**config.mk**
```make
export PLATFORM = sky130hd
export DESIGN_NAME = wheel_slip_brake_decider_unit
export DESIGN_NICKNAME = d
export VERILOG_FILES = /design/src/hdl/wsbd_pkg.sv /design/src/hdl/wsbd_div.sv /design/src/hdl/wheel_slip_brake_decider_unit.sv
export SDC_FILE = /design/constraint.sdc
export NUM_CORES = 1
export LEC_CHECK = 0
export BUFFER_PORTS_ARGS = -buffer_cell sky130_fd_sc_hd__clkbuf_2
export CORE_ASPECT_RATIO = 0.8
export CORE_UTILIZATION = 25
export CTS_CLUSTER_SIZE = 24
export DETAILED_ROUTE_END_ITERATION = 10
export GPL_TIMING_DRIVEN = 1
export PLACE_DENSITY = 0.4
export SETUP_SLACK_MARGIN = 0.2
export SLEW_MARGIN = 5
export SYNTH_ARGS = -nofsm -noshare
export SYNTH_HDL_FRONTEND = slang
export SYNTH_SLANG_ARGS = --single-unit
```
**constraint.sdc**
```tcl
create_clock -name clk -period 9.9 [get_ports clk]
set_input_delay 0 -clock clk [delete_from_list [all_inputs] [get_ports clk]]
set_output_delay 0 -clock clk [all_outputs]
set_load 0.05 [all_outputs]
```
**src/hdl/wsbd_pkg.sv**
```systemverilog
package wsbd_pkg;

	// Defaults for the top-level parameters.
	localparam int SAMPLE_BITS_DEF        = 10;
	localparam int WHEEL_COUNT_DEF        = 4;
	localparam int SLIP_FRACTION_BITS_DEF = 12;

	// Fixed field widths.
	localparam int THR_W   = 10;
	localparam int SLIP_W  = 16;
	localparam int SCALE_W = 16;
	localparam int DUTY_W  = 8;
	localparam int WSEL_W  = 2;
	localparam int ADDR_W  = 5;
	localparam int DATA_W  = 32;

	// The wheel scale factor is Q2.14.
	localparam int SCALE_FRAC = 14;

	localparam logic [SLIP_W-1:0] SLIP_MAX = 16'hFFFF;

	// Register reset values.
	localparam logic [THR_W-1:0]   THR_RST   = 10'd511;
	localparam logic [SLIP_W-1:0]  DRY_RST   = 16'd1638;
	localparam logic [SLIP_W-1:0]  WET_RST   = 16'd573;
	localparam logic [SLIP_W-1:0]  BAND_RST  = 16'd410;
	localparam logic [DUTY_W-1:0]  BRAKE_RST = 8'd128;
	localparam logic [SCALE_W-1:0] SCALE_RST = 16'd16382;

	typedef enum logic [2:0] {
		REG_THRESHOLD = 3'd0,
		REG_DRY       = 3'd1,
		REG_WET       = 3'd2,
		REG_BAND      = 3'd3,
		REG_BRAKE     = 3'd4,
		REG_SCALE     = 3'd5
	} reg_idx_t;

	typedef enum logic [2:0] {
		ST_IDLE,
		ST_MUL,
		ST_DIFF,
		ST_DIV,
		ST_DECIDE
	} state_t;

	// Status returned by the divider.
	typedef struct packed {
		logic done;
		logic sat;
	} div_stat_t;

endpackage

```
**src/hdl/wsbd_div.sv**
```systemverilog
module wsbd_div #(
	parameter int SAMPLE_BITS        = wsbd_pkg::SAMPLE_BITS_DEF,
	parameter int SLIP_FRACTION_BITS = wsbd_pkg::SLIP_FRACTION_BITS_DEF
) (
	input  logic                                        clk,
	input  logic                                        arst_n,
	input  logic                                        start,
	input  logic [SAMPLE_BITS+wsbd_pkg::SCALE_W-1:0]    numer,
	input  logic [SAMPLE_BITS-1:0]                      vx,
	output logic [wsbd_pkg::SLIP_W-1:0]                 quotient,
	output wsbd_pkg::div_stat_t                         stat
);

	localparam int RW = SAMPLE_BITS + wsbd_pkg::SLIP_W;
	localparam int QW = wsbd_pkg::SLIP_W;
	localparam int SH = QW - SLIP_FRACTION_BITS;
	localparam int CW = $clog2(QW + 1);

	logic [RW-1:0] rem_q;
	logic [RW-1:0] rem_sh;
	logic [RW-1:0] dvs;
	logic [RW-1:0] cmp_a;
	logic [RW-1:0] dif;
	logic          ge;
	logic [QW-1:0] nlo_q;
	logic [QW-1:0] quo_q;
	logic [CW-1:0] cnt_q;
	logic          busy_q;
	logic          first_q;
	logic          done_q;
	logic          sat_q;

	// The divisor is the vehicle speed scaled to Q.14.
	assign dvs    = RW'({vx, {wsbd_pkg::SCALE_FRAC{1'b0}}});
	assign rem_sh = {rem_q[RW-2:0], nlo_q[QW-1]};

	// One shared compare and subtract. The first pass checks whether the
	// quotient would overflow the slip width; later passes make one bit each.
	assign cmp_a = first_q ? rem_q : rem_sh;
	assign ge    = (cmp_a >= dvs);
	assign dif   = cmp_a - dvs;

	always_ff @(posedge clk or negedge arst_n) begin
		if (!arst_n) begin
			busy_q  <= 1'b0;
			first_q <= 1'b0;
			done_q  <= 1'b0;
		end else begin
			done_q <= 1'b0;
			if (start) begin
				busy_q  <= 1'b1;
				first_q <= 1'b1;
			end else if (busy_q) begin
				if (first_q) begin
					first_q <= 1'b0;
					if (ge) begin
						busy_q <= 1'b0;
						done_q <= 1'b1;
					end
				end else if (cnt_q == CW'(1)) begin
					busy_q <= 1'b0;
					done_q <= 1'b1;
				end
			end
		end
	end

	always_ff @(posedge clk) begin
		if (start) begin
			rem_q <= RW'(numer >> SH);
			nlo_q <= {numer[SH-1:0], {SLIP_FRACTION_BITS{1'b0}}};
			quo_q <= '0;
			cnt_q <= CW'(QW);
			sat_q <= 1'b0;
		end else if (busy_q) begin
			if (first_q) begin
				sat_q <= ge;
			end else begin
				rem_q <= ge ? dif : rem_sh;
				quo_q <= {quo_q[QW-2:0], ge};
				nlo_q <= {nlo_q[QW-2:0], 1'b0};
				cnt_q <= cnt_q - CW'(1);
			end
		end
	end

	assign quotient  = quo_q;
	assign stat.done = done_q;
	assign stat.sat  = sat_q;

`ifndef NO_ASSERTIONS
	a_no_start_busy: assert property (@(posedge clk) disable iff (!arst_n)
		start |-> !busy_q)
		else $error("divider started while busy");
	a_done_ends_busy: assert property (@(posedge clk) disable iff (!arst_n)
		done_q |-> !busy_q)
		else $error("divider done while still busy");
	a_cnt_range: assert property (@(posedge clk) disable iff (!arst_n)
		(busy_q && !first_q) |-> (cnt_q != '0))
		else $error("divider step counter ran out");
`endif

endmodule

```
**src/hdl/wheel_slip_brake_decider_unit.sv**
```systemverilog
// Wheel slip brake decider.
// A sample beat carries the vehicle speed, one wheel's speed, a terrain level
// and the wheel number. The block forms the slip |vx - k*vw| / vx in Q4.12,
// compares it against the dry or wet target chosen by the terrain level, and
// returns one result beat with the slip, the duty now held for that wheel,
// the in-band flag, the sticky underslip lamp and the zero-speed flag.
// The user must write the registers over the APB-style port only while the
// block is idle; the block itself does not enforce this. A zero vehicle
// speed skips the divider; a quotient too large for the slip width is caught
// on the divider's first pass, which ends the divide early. The divider
// makes one quotient bit per cycle on a single shared compare and subtract.
// One sample is in work at a time, so no new sample is taken before the
// result is made, and sample_ready returns the cycle after the result is made.
// The finished result sits in an output register, so sample_ready returns as
// soon as the result is made. If the receiver stalls, a second result waits
// in the decision step until the register frees up; no beat is dropped.
// Reset loads the register defaults, zeroes every wheel's held duty and
// clears the underslip lamp.
module wheel_slip_brake_decider_unit #(
	parameter int SAMPLE_BITS        = wsbd_pkg::SAMPLE_BITS_DEF,
	parameter int WHEEL_COUNT        = wsbd_pkg::WHEEL_COUNT_DEF,
	parameter int SLIP_FRACTION_BITS = wsbd_pkg::SLIP_FRACTION_BITS_DEF
) (
	input  logic                               clk,
	input  logic                               arst_n,
	// Configuration port.
	input  logic                               psel,
	input  logic                               penable,
	input  logic                               pwrite,
	input  logic [wsbd_pkg::ADDR_W-1:0]        paddr,
	input  logic [wsbd_pkg::DATA_W-1:0]        pwdata,
	output logic [wsbd_pkg::DATA_W-1:0]        prdata,
	output logic                               pready,
	// Sample channel.
	input  logic                               sample_valid,
	output logic                               sample_ready,
	input  logic [SAMPLE_BITS-1:0]             vehicle_speed,
	input  logic [SAMPLE_BITS-1:0]             wheel_speed,
	input  logic [SAMPLE_BITS-1:0]             terrain_level,
	input  logic [wsbd_pkg::WSEL_W-1:0]        wheel_select,
	// Result channel.
	output logic                               result_valid,
	input  logic                               result_ready,
	output logic [wsbd_pkg::WSEL_W-1:0]        wheel_index,
	output logic [wsbd_pkg::SLIP_W-1:0]        slip_ratio,
	output logic [wsbd_pkg::DUTY_W-1:0]        brake_duty,
	output logic                               within_band,
	output logic                               underslip_lamp,
	output logic                               speed_zero
);

	localparam int DW  = SAMPLE_BITS + wsbd_pkg::SCALE_W;
	localparam int TW  = (SAMPLE_BITS > wsbd_pkg::THR_W) ? SAMPLE_BITS : wsbd_pkg::THR_W;
	localparam int WIW = (WHEEL_COUNT > 1) ? $clog2(WHEEL_COUNT) : 1;
	localparam int SW  = wsbd_pkg::SLIP_W;
	localparam int DTW = wsbd_pkg::DUTY_W;

	// Configuration registers.
	logic [wsbd_pkg::THR_W-1:0]   thr_q;
	logic [SW-1:0]                dry_q;
	logic [SW-1:0]                wet_q;
	logic [SW-1:0]                band_q;
	logic [DTW-1:0]               brake_q;
	logic [wsbd_pkg::SCALE_W-1:0] scale_q;

	wsbd_pkg::reg_idx_t           reg_idx;
	logic                         cfg_wr;

	// Sample held for the duration of the work.
	logic [SAMPLE_BITS-1:0]       vx_q;
	logic [SAMPLE_BITS-1:0]       vw_q;
	logic [SAMPLE_BITS-1:0]       ter_q;
	logic [wsbd_pkg::WSEL_W-1:0]  wsel_q;
	logic [DW-1:0]                prod_q;
	logic [SW-1:0]                slip_q;

	// Per-wheel state.
	logic [DTW-1:0]               held_q [WHEEL_COUNT];
	logic                         lamp_q;

	// Sequencer.
	wsbd_pkg::state_t             state_q;
	wsbd_pkg::state_t             state_nx;
	logic                         accept;
	logic                         ld_prod;
	logic                         div_start;
	logic                         commit;

	// Arithmetic.
	logic [DW-1:0]                vxs;
	logic [DW-1:0]                diff;
	logic                         vx_zero;
	logic [SW-1:0]                quotient;
	wsbd_pkg::div_stat_t          div_stat;

	// Decision.
	logic [SW-1:0]                target;
	logic [SW-1:0]                err;
	logic                         band_ok;
	logic                         over;
	logic                         wvalid;
	logic [WIW-1:0]               widx;
	logic [DTW-1:0]               duty_nx;
	logic                         lamp_nx;

	// Result register.
	logic                         result_valid_q;
	logic [wsbd_pkg::WSEL_W-1:0]  wheel_index_q;
	logic [SW-1:0]                slip_ratio_q;
	logic [DTW-1:0]               brake_duty_q;
	logic                         within_band_q;
	logic                         underslip_lamp_q;
	logic                         speed_zero_q;

	// ------------------------------------------------------------------
	// Configuration port. Writes complete in the access phase; pready is
	// tied high, so no access waits. Addresses past the last register are
	// ignored on write and read back as zero.
	// ------------------------------------------------------------------
	assign pready  = 1'b1;
	assign reg_idx = wsbd_pkg::reg_idx_t'(paddr[4:2]);
	assign cfg_wr  = psel && penable && pwrite;

	always_ff @(posedge clk or negedge arst_n) begin
		if (!arst_n) begin
			thr_q   <= wsbd_pkg::THR_RST;
			dry_q   <= wsbd_pkg::DRY_RST;
			wet_q   <= wsbd_pkg::WET_RST;
			band_q  <= wsbd_pkg::BAND_RST;
			brake_q <= wsbd_pkg::BRAKE_RST;
			scale_q <= wsbd_pkg::SCALE_RST;
		end else if (cfg_wr) begin
			unique case (reg_idx)
				wsbd_pkg::REG_THRESHOLD: thr_q   <= pwdata[wsbd_pkg::THR_W-1:0];
				wsbd_pkg::REG_DRY:       dry_q   <= pwdata[SW-1:0];
				wsbd_pkg::REG_WET:       wet_q   <= pwdata[SW-1:0];
				wsbd_pkg::REG_BAND:      band_q  <= pwdata[SW-1:0];
				wsbd_pkg::REG_BRAKE:     brake_q <= pwdata[DTW-1:0];
				wsbd_pkg::REG_SCALE:     scale_q <= pwdata[wsbd_pkg::SCALE_W-1:0];
				default: begin
				end
			endcase
		end
	end

	always_comb begin
		prdata = '0;
		unique case (reg_idx)
			wsbd_pkg::REG_THRESHOLD: prdata = wsbd_pkg::DATA_W'(thr_q);
			wsbd_pkg::REG_DRY:       prdata = wsbd_pkg::DATA_W'(dry_q);
			wsbd_pkg::REG_WET:       prdata = wsbd_pkg::DATA_W'(wet_q);
			wsbd_pkg::REG_BAND:      prdata = wsbd_pkg::DATA_W'(band_q);
			wsbd_pkg::REG_BRAKE:     prdata = wsbd_pkg::DATA_W'(brake_q);
			wsbd_pkg::REG_SCALE:     prdata = wsbd_pkg::DATA_W'(scale_q);
			default:                 prdata = '0;
		endcase
	end

	// ------------------------------------------------------------------
	// Sequencer: capture, multiply, difference, divide (skipped for a zero vehicle speed), decide.
	// ------------------------------------------------------------------
	always_ff @(posedge clk or negedge arst_n) begin
		if (!arst_n) begin
			state_q <= wsbd_pkg::ST_IDLE;
		end else begin
			state_q <= state_nx;
		end
	end

	always_comb begin
		state_nx = state_q;
		unique case (state_q)
			wsbd_pkg::ST_IDLE:   if (sample_valid) state_nx = wsbd_pkg::ST_MUL;
			wsbd_pkg::ST_MUL:    state_nx = wsbd_pkg::ST_DIFF;
			wsbd_pkg::ST_DIFF:   state_nx = vx_zero ? wsbd_pkg::ST_DECIDE : wsbd_pkg::ST_DIV;
			wsbd_pkg::ST_DIV:    if (div_stat.done) state_nx = wsbd_pkg::ST_DECIDE;
			wsbd_pkg::ST_DECIDE: if (commit) state_nx = wsbd_pkg::ST_IDLE;
			default:             state_nx = wsbd_pkg::ST_IDLE;
		endcase
	end

	// The decision commits only when the result register is free or is
	// being emptied in the same cycle.
	always_comb begin
		sample_ready = 1'b0;
		ld_prod      = 1'b0;
		div_start    = 1'b0;
		commit       = 1'b0;
		unique case (state_q)
			wsbd_pkg::ST_IDLE:   sample_ready = 1'b1;
			wsbd_pkg::ST_MUL:    ld_prod = 1'b1;
			wsbd_pkg::ST_DIFF:   div_start = !vx_zero;
			wsbd_pkg::ST_DIV:    ;
			wsbd_pkg::ST_DECIDE: commit = !result_valid_q || result_ready;
			default:             ;
		endcase
	end

	assign accept = sample_valid && sample_ready;

	// ------------------------------------------------------------------
	// Datapath. The wheel product is kept exactly in Q.14 and compared with
	// the vehicle speed shifted to the same point.
	// ------------------------------------------------------------------
	assign vxs     = DW'({vx_q, {wsbd_pkg::SCALE_FRAC{1'b0}}});
	assign diff    = (vxs >= prod_q) ? (vxs - prod_q) : (prod_q - vxs);
	assign vx_zero = (vx_q == '0);

	always_ff @(posedge clk) begin
		if (accept) begin
			vx_q   <= vehicle_speed;
			vw_q   <= wheel_speed;
			ter_q  <= terrain_level;
			wsel_q <= wheel_select;
		end
		if (ld_prod) begin
			prod_q <= DW'(vw_q) * DW'(scale_q);
		end
		// A standing vehicle gives full-scale slip without dividing.
		if (state_q == wsbd_pkg::ST_DIFF && vx_zero) begin
			slip_q <= wsbd_pkg::SLIP_MAX;
		end else if (state_q == wsbd_pkg::ST_DIV && div_stat.done) begin
			slip_q <= div_stat.sat ? wsbd_pkg::SLIP_MAX : quotient;
		end
	end

	wsbd_div #(
		.SAMPLE_BITS        (SAMPLE_BITS),
		.SLIP_FRACTION_BITS (SLIP_FRACTION_BITS)
	) u_div (
		.clk      (clk),
		.arst_n   (arst_n),
		.start    (div_start),
		.numer    (diff),
		.vx       (vx_q),
		.quotient (quotient),
		.stat     (div_stat)
	);

	// ------------------------------------------------------------------
	// Decision. An error exactly on the band edge counts as inside. Out of
	// band, overslip loads the brake level into the wheel's held duty while
	// underslip latches the lamp and leaves the duty alone. A wheel number
	// past the wheel count stores nothing and reports zero duty.
	// ------------------------------------------------------------------
	assign target  = (TW'(ter_q) <= TW'(thr_q)) ? dry_q : wet_q;
	assign err     = (slip_q >= target) ? (slip_q - target) : (target - slip_q);
	assign band_ok = (err <= band_q);
	assign over    = (slip_q >= target);
	assign wvalid  = ({30'b0, wsel_q} < 32'(WHEEL_COUNT));
	assign widx    = WIW'(wsel_q);
	assign lamp_nx = lamp_q || (!band_ok && !over);

	always_comb begin
		duty_nx = '0;
		if (wvalid && !band_ok) begin
			duty_nx = over ? brake_q : held_q[widx];
		end
	end

	always_ff @(posedge clk or negedge arst_n) begin
		if (!arst_n) begin
			for (int i = 0; i < WHEEL_COUNT; i++) begin
				held_q[i] <= '0;
			end
			lamp_q <= 1'b0;
		end else if (commit) begin
			if (wvalid) begin
				held_q[widx] <= duty_nx;
			end
			lamp_q <= lamp_nx;
		end
	end

	// ------------------------------------------------------------------
	// Result register.
	// ------------------------------------------------------------------
	always_ff @(posedge clk or negedge arst_n) begin
		if (!arst_n) begin
			result_valid_q <= 1'b0;
		end else if (commit) begin
			result_valid_q <= 1'b1;
		end else if (result_ready) begin
			result_valid_q <= 1'b0;
		end
	end

	always_ff @(posedge clk) begin
		if (commit) begin
			wheel_index_q    <= wsel_q;
			slip_ratio_q     <= slip_q;
			brake_duty_q     <= duty_nx;
			within_band_q    <= band_ok;
			underslip_lamp_q <= lamp_nx;
			speed_zero_q     <= vx_zero;
		end
	end

	assign result_valid   = result_valid_q;
	assign wheel_index    = wheel_index_q;
	assign slip_ratio     = slip_ratio_q;
	assign brake_duty     = brake_duty_q;
	assign within_band    = within_band_q;
	assign underslip_lamp = underslip_lamp_q;
	assign speed_zero     = speed_zero_q;

`ifndef NO_ASSERTIONS
	a_done_in_div: assert property (@(posedge clk) disable iff (!arst_n)
		div_stat.done |-> (state_q == wsbd_pkg::ST_DIV))
		else $error("divider finished outside the divide step");
	a_zero_speed_sat: assert property (@(posedge clk) disable iff (!arst_n)
		(result_valid && speed_zero) |-> (slip_ratio == wsbd_pkg::SLIP_MAX))
		else $error("zero vehicle speed without saturated slip");
	a_band_releases: assert property (@(posedge clk) disable iff (!arst_n)
		(result_valid && within_band) |-> (brake_duty == '0))
		else $error("in-band result with nonzero brake duty");
	a_lamp_sticky: assert property (@(posedge clk) disable iff (!arst_n)
		lamp_q |=> lamp_q)
		else $error("underslip lamp cleared without reset");
`endif

endmodule
```
==> metrics.txt <==
register area around 0.0073 mm²; maximum vdd drop about 180 µV; Simple-Gate Fraction of Synth Area 15.2%; Initial Util 25.5%; clk sink count between 200 and 300; total congestion overflow 0; TNS Setup 0 ns; Fill cells 8671; post-synthesis adder-cell area fraction 19.7%; final hold violations 0; synthesized flop and latch total 277; DPL Wire Length 49200 µm; nets around 2600; # H-tree levels 2; final WL 65200 µm; Worst-Skew Late Latency 0.55 ns; commonest non-fill, non-tap cells in the layout nand2_1 (243), inv_1 (193), ha_1 (150); die extent in y 262 µm; pwr dens between 300 and 400 mW/mm²; fmax around 120 MHz; post-route antenna net violation count 0; crit path DAT 8.55 ns; number of synthesized flops with an enable pin about 110; Hold WC Path Type primary input to async pin; Yosys cell types between 70 and 80; Root Driver clkbuf_16; largest net degree at the start of global routing 64; via count 16000; clock tree buffer depth 3; # rows 94; outcome finished, final reports clean; Tcrit/Tclk final 82.1%; synthesized netlist cell count 2153; DR WL/cell 19.3 µm; Syn Std Cell Area 0.0211 mm²; share of the synthesized area in compound gates (AO/OA/AOI/OAI) 12.5%; worst slew pin tran 1.08 ns; Placeable Area 0.0829 mm²; Syn. warnings 0; diode count 0; maxcap violations 0; die area 0.0856 mm²; xor and xnor area share after synthesis 2.78%; DRC 0; initial antenna violation count 0; Mean Syn Cell Area 9.80 µm²; vias in the first global route 16100; Hold WS 0.118 ns; PortBufs 104; RePlAce Congestion 0.823; Seq/Total Area, Yosys 34.8%; most frequent CP cell a21o_1; Vias per Instance 4.73; CP Class flop to flop; first-pass GRT wire length about 100000 µm; top-level I/O count 140; area of the multi-input gates 0.0126 mm²; final setup skew 0.0216 ns; Crit. End Element flop; Slew Limit Fails 0; ys async rst share 44.0%; P&R area growth vs syn 15.1%; RSZ-0062 raised after global routing false; DIE WIDTH around 330 µm; Slew HR ~28%; largest family of logic cells by synthesized area adder cells; critical path launch point type flop; Leakage 10.6 nW; critical path's slowest cell o21ai_2; TritonRoute pass-1 iters 5; share of cells above drive strength 1 15.0%; gr usage total 15.2%; count of final setup violators 0; CP peak stage delay 0.80 ns; worst-path fanout max 26; CTS tree built; fin crit period 8.12 ns; Iter 0 DRT Violations 998; post-synthesis mux area share 8.87%; Top FF cell, synth edfxtp_1; total CTS buffers 35; most common cell after layout, fill and taps aside nand2_1; worst endpoint required time 10.32 ns; CTS clk-pin slew, worst paths 0.06 ns
## cell families (layout without fill, tap and decap cells)
logic type | count (synthesis) | after routing
AND/OR/NAND/NOR | 652 | 652
AO/OA/AOI/OAI | 409 | 409
XOR/XNOR | 67 | 67
adder cells (fa/ha/maj) | 264 | 264
buffers and inverters | 324 | 432
multiplexers | 158 | 158
other | 2 | 17
flip-flops | 277 | 277
## final cells by class
type	instances	area share (%)
clock buffer	49	3.99
multi-input combinational	1567	51.7
clock inverter	15	0.572
tap	1104	5.68
inverter	194	3.00
timing repair buffer	174	4.84
sequential	277	30.2
## repair_timing
item,CTS,global route
hold buffers,51,0
resized for setup,0,0
buffers inserted,0,0
setup endpoints to repair,0,0
endpoints found under the hold margin,160,0
## path summary, 6_finish.rpt
| path | start | endpoint | slack (ns) | cells after the start |
|---|---|---|---|---|
| hold / removal | arst_n | u_div.first_q | 0.12 | 2 |
| setup / recovery | thr_q[9] | held_q[31] | 1.78 | 27 |
| max in group asynchronous | arst_n | held_q[6] | 8.41 | 3 |
| setup reg to reg | thr_q[9] | held_q[31] | 1.78 | 27 |
| hold reg to reg | u_div.quotient[10] | u_div.quotient[11] | 0.47 | 2 |
| min in group clk | wheel_speed[2] | vw_q[2] | 0.16 | 2 |
## power breakdown
part | internal [mW] | switching (mW) | total, mW
Sequential | 1.71 | 0.417 | 2.13
Combinational | 2.13 | 3.11 | 5.24
Clock | 0.740 | 0.527 | 1.27
## per-layer routing
metal | GRT usage (%) | vias to the layer above | share of wire (%)
met5 | 0 | - | 0
met2 | 21.6 | 355 | 41
met4 | 2.96 | 0 | 1.4
met1 | 23.7 | 7952 | 54
li1 | - | 7645 | -
met3 | 2.36 | 49 | 4.2
## flip-flops by register name, summed over array words and instances, names as in the netlist, 16 cells and up
name,flops
held_q,32
prod_q,26
u_div.rem_q,26
band_q,16
dry_q,16
scale_q,16
slip_q,16
slip_ratio,16
u_div.quotient,16
wet_q,16
## stage by stage
| stage | area (µm²) | cells | total power, mW | setup WS [ns] | util [%] |
|---|---|---|---|---|---|
| 2_1_floorplan | 21200 | 2168 | 5.88 | 3.37 | - |
| 3_3_place_gp | 22700 | 3265 | 7.35 | 1.79 | 27.4 |
| 3_5_place_dp | 22700 | 3265 | 7.38 | 1.89 | 27.4 |
| 4_1_cts | 24300 | 3380 | 8.73 | 1.88 | 29.3 |
| 5_1_grt | 24300 | 3380 | 9.46 | 1.18 | 29.3 |
| 6_report | 24300 | 3380 | 8.64 | 1.78 | 29.3 |
## critical path: cells and delay by family (launching register included)
kind | cells | cell delay (ns)
compound gates | 12 | 3.51
fa+ha+maj | 3 | 1.40
simple gates | 6 | 1.38
buf+inv | 4 | 0.82
flops | 1 | 0.38
mux | 1 | 0.32
xor+xnor | 1 | 0.14
## Yosys cell counts, types with 12 or more instances
master	n	area [µm²]
a22oi_1	21	158
and3_1	41	257
mux2_2	92	1040
nand4_1	30	188
mux4_2	14	315
o21a_1	12	90.1
inv_1	193	724
clkbuf_1	89	334
a21o_1	44	330
edfxtp_1	113	3390
nand2b_1	12	75.1
ha_1	150	1880
nor3_1	45	225
dfrtp_1	82	2050
buf_4	19	143
o31ai_1	36	270
nand2_1	243	912
a21oi_1	93	465
and2_1	75	469
xnor2_1	46	403
mux2i_1	52	521
nor2_1	104	390
nand3_1	36	180
o21ai_0	112	561
fa_1	114	2280
xor2_1	21	184
nor2b_1	21	131
dfxtp_1	42	841
dfstp_2	40	1050
Note: power is estimated with default switching activity, not from simulation.
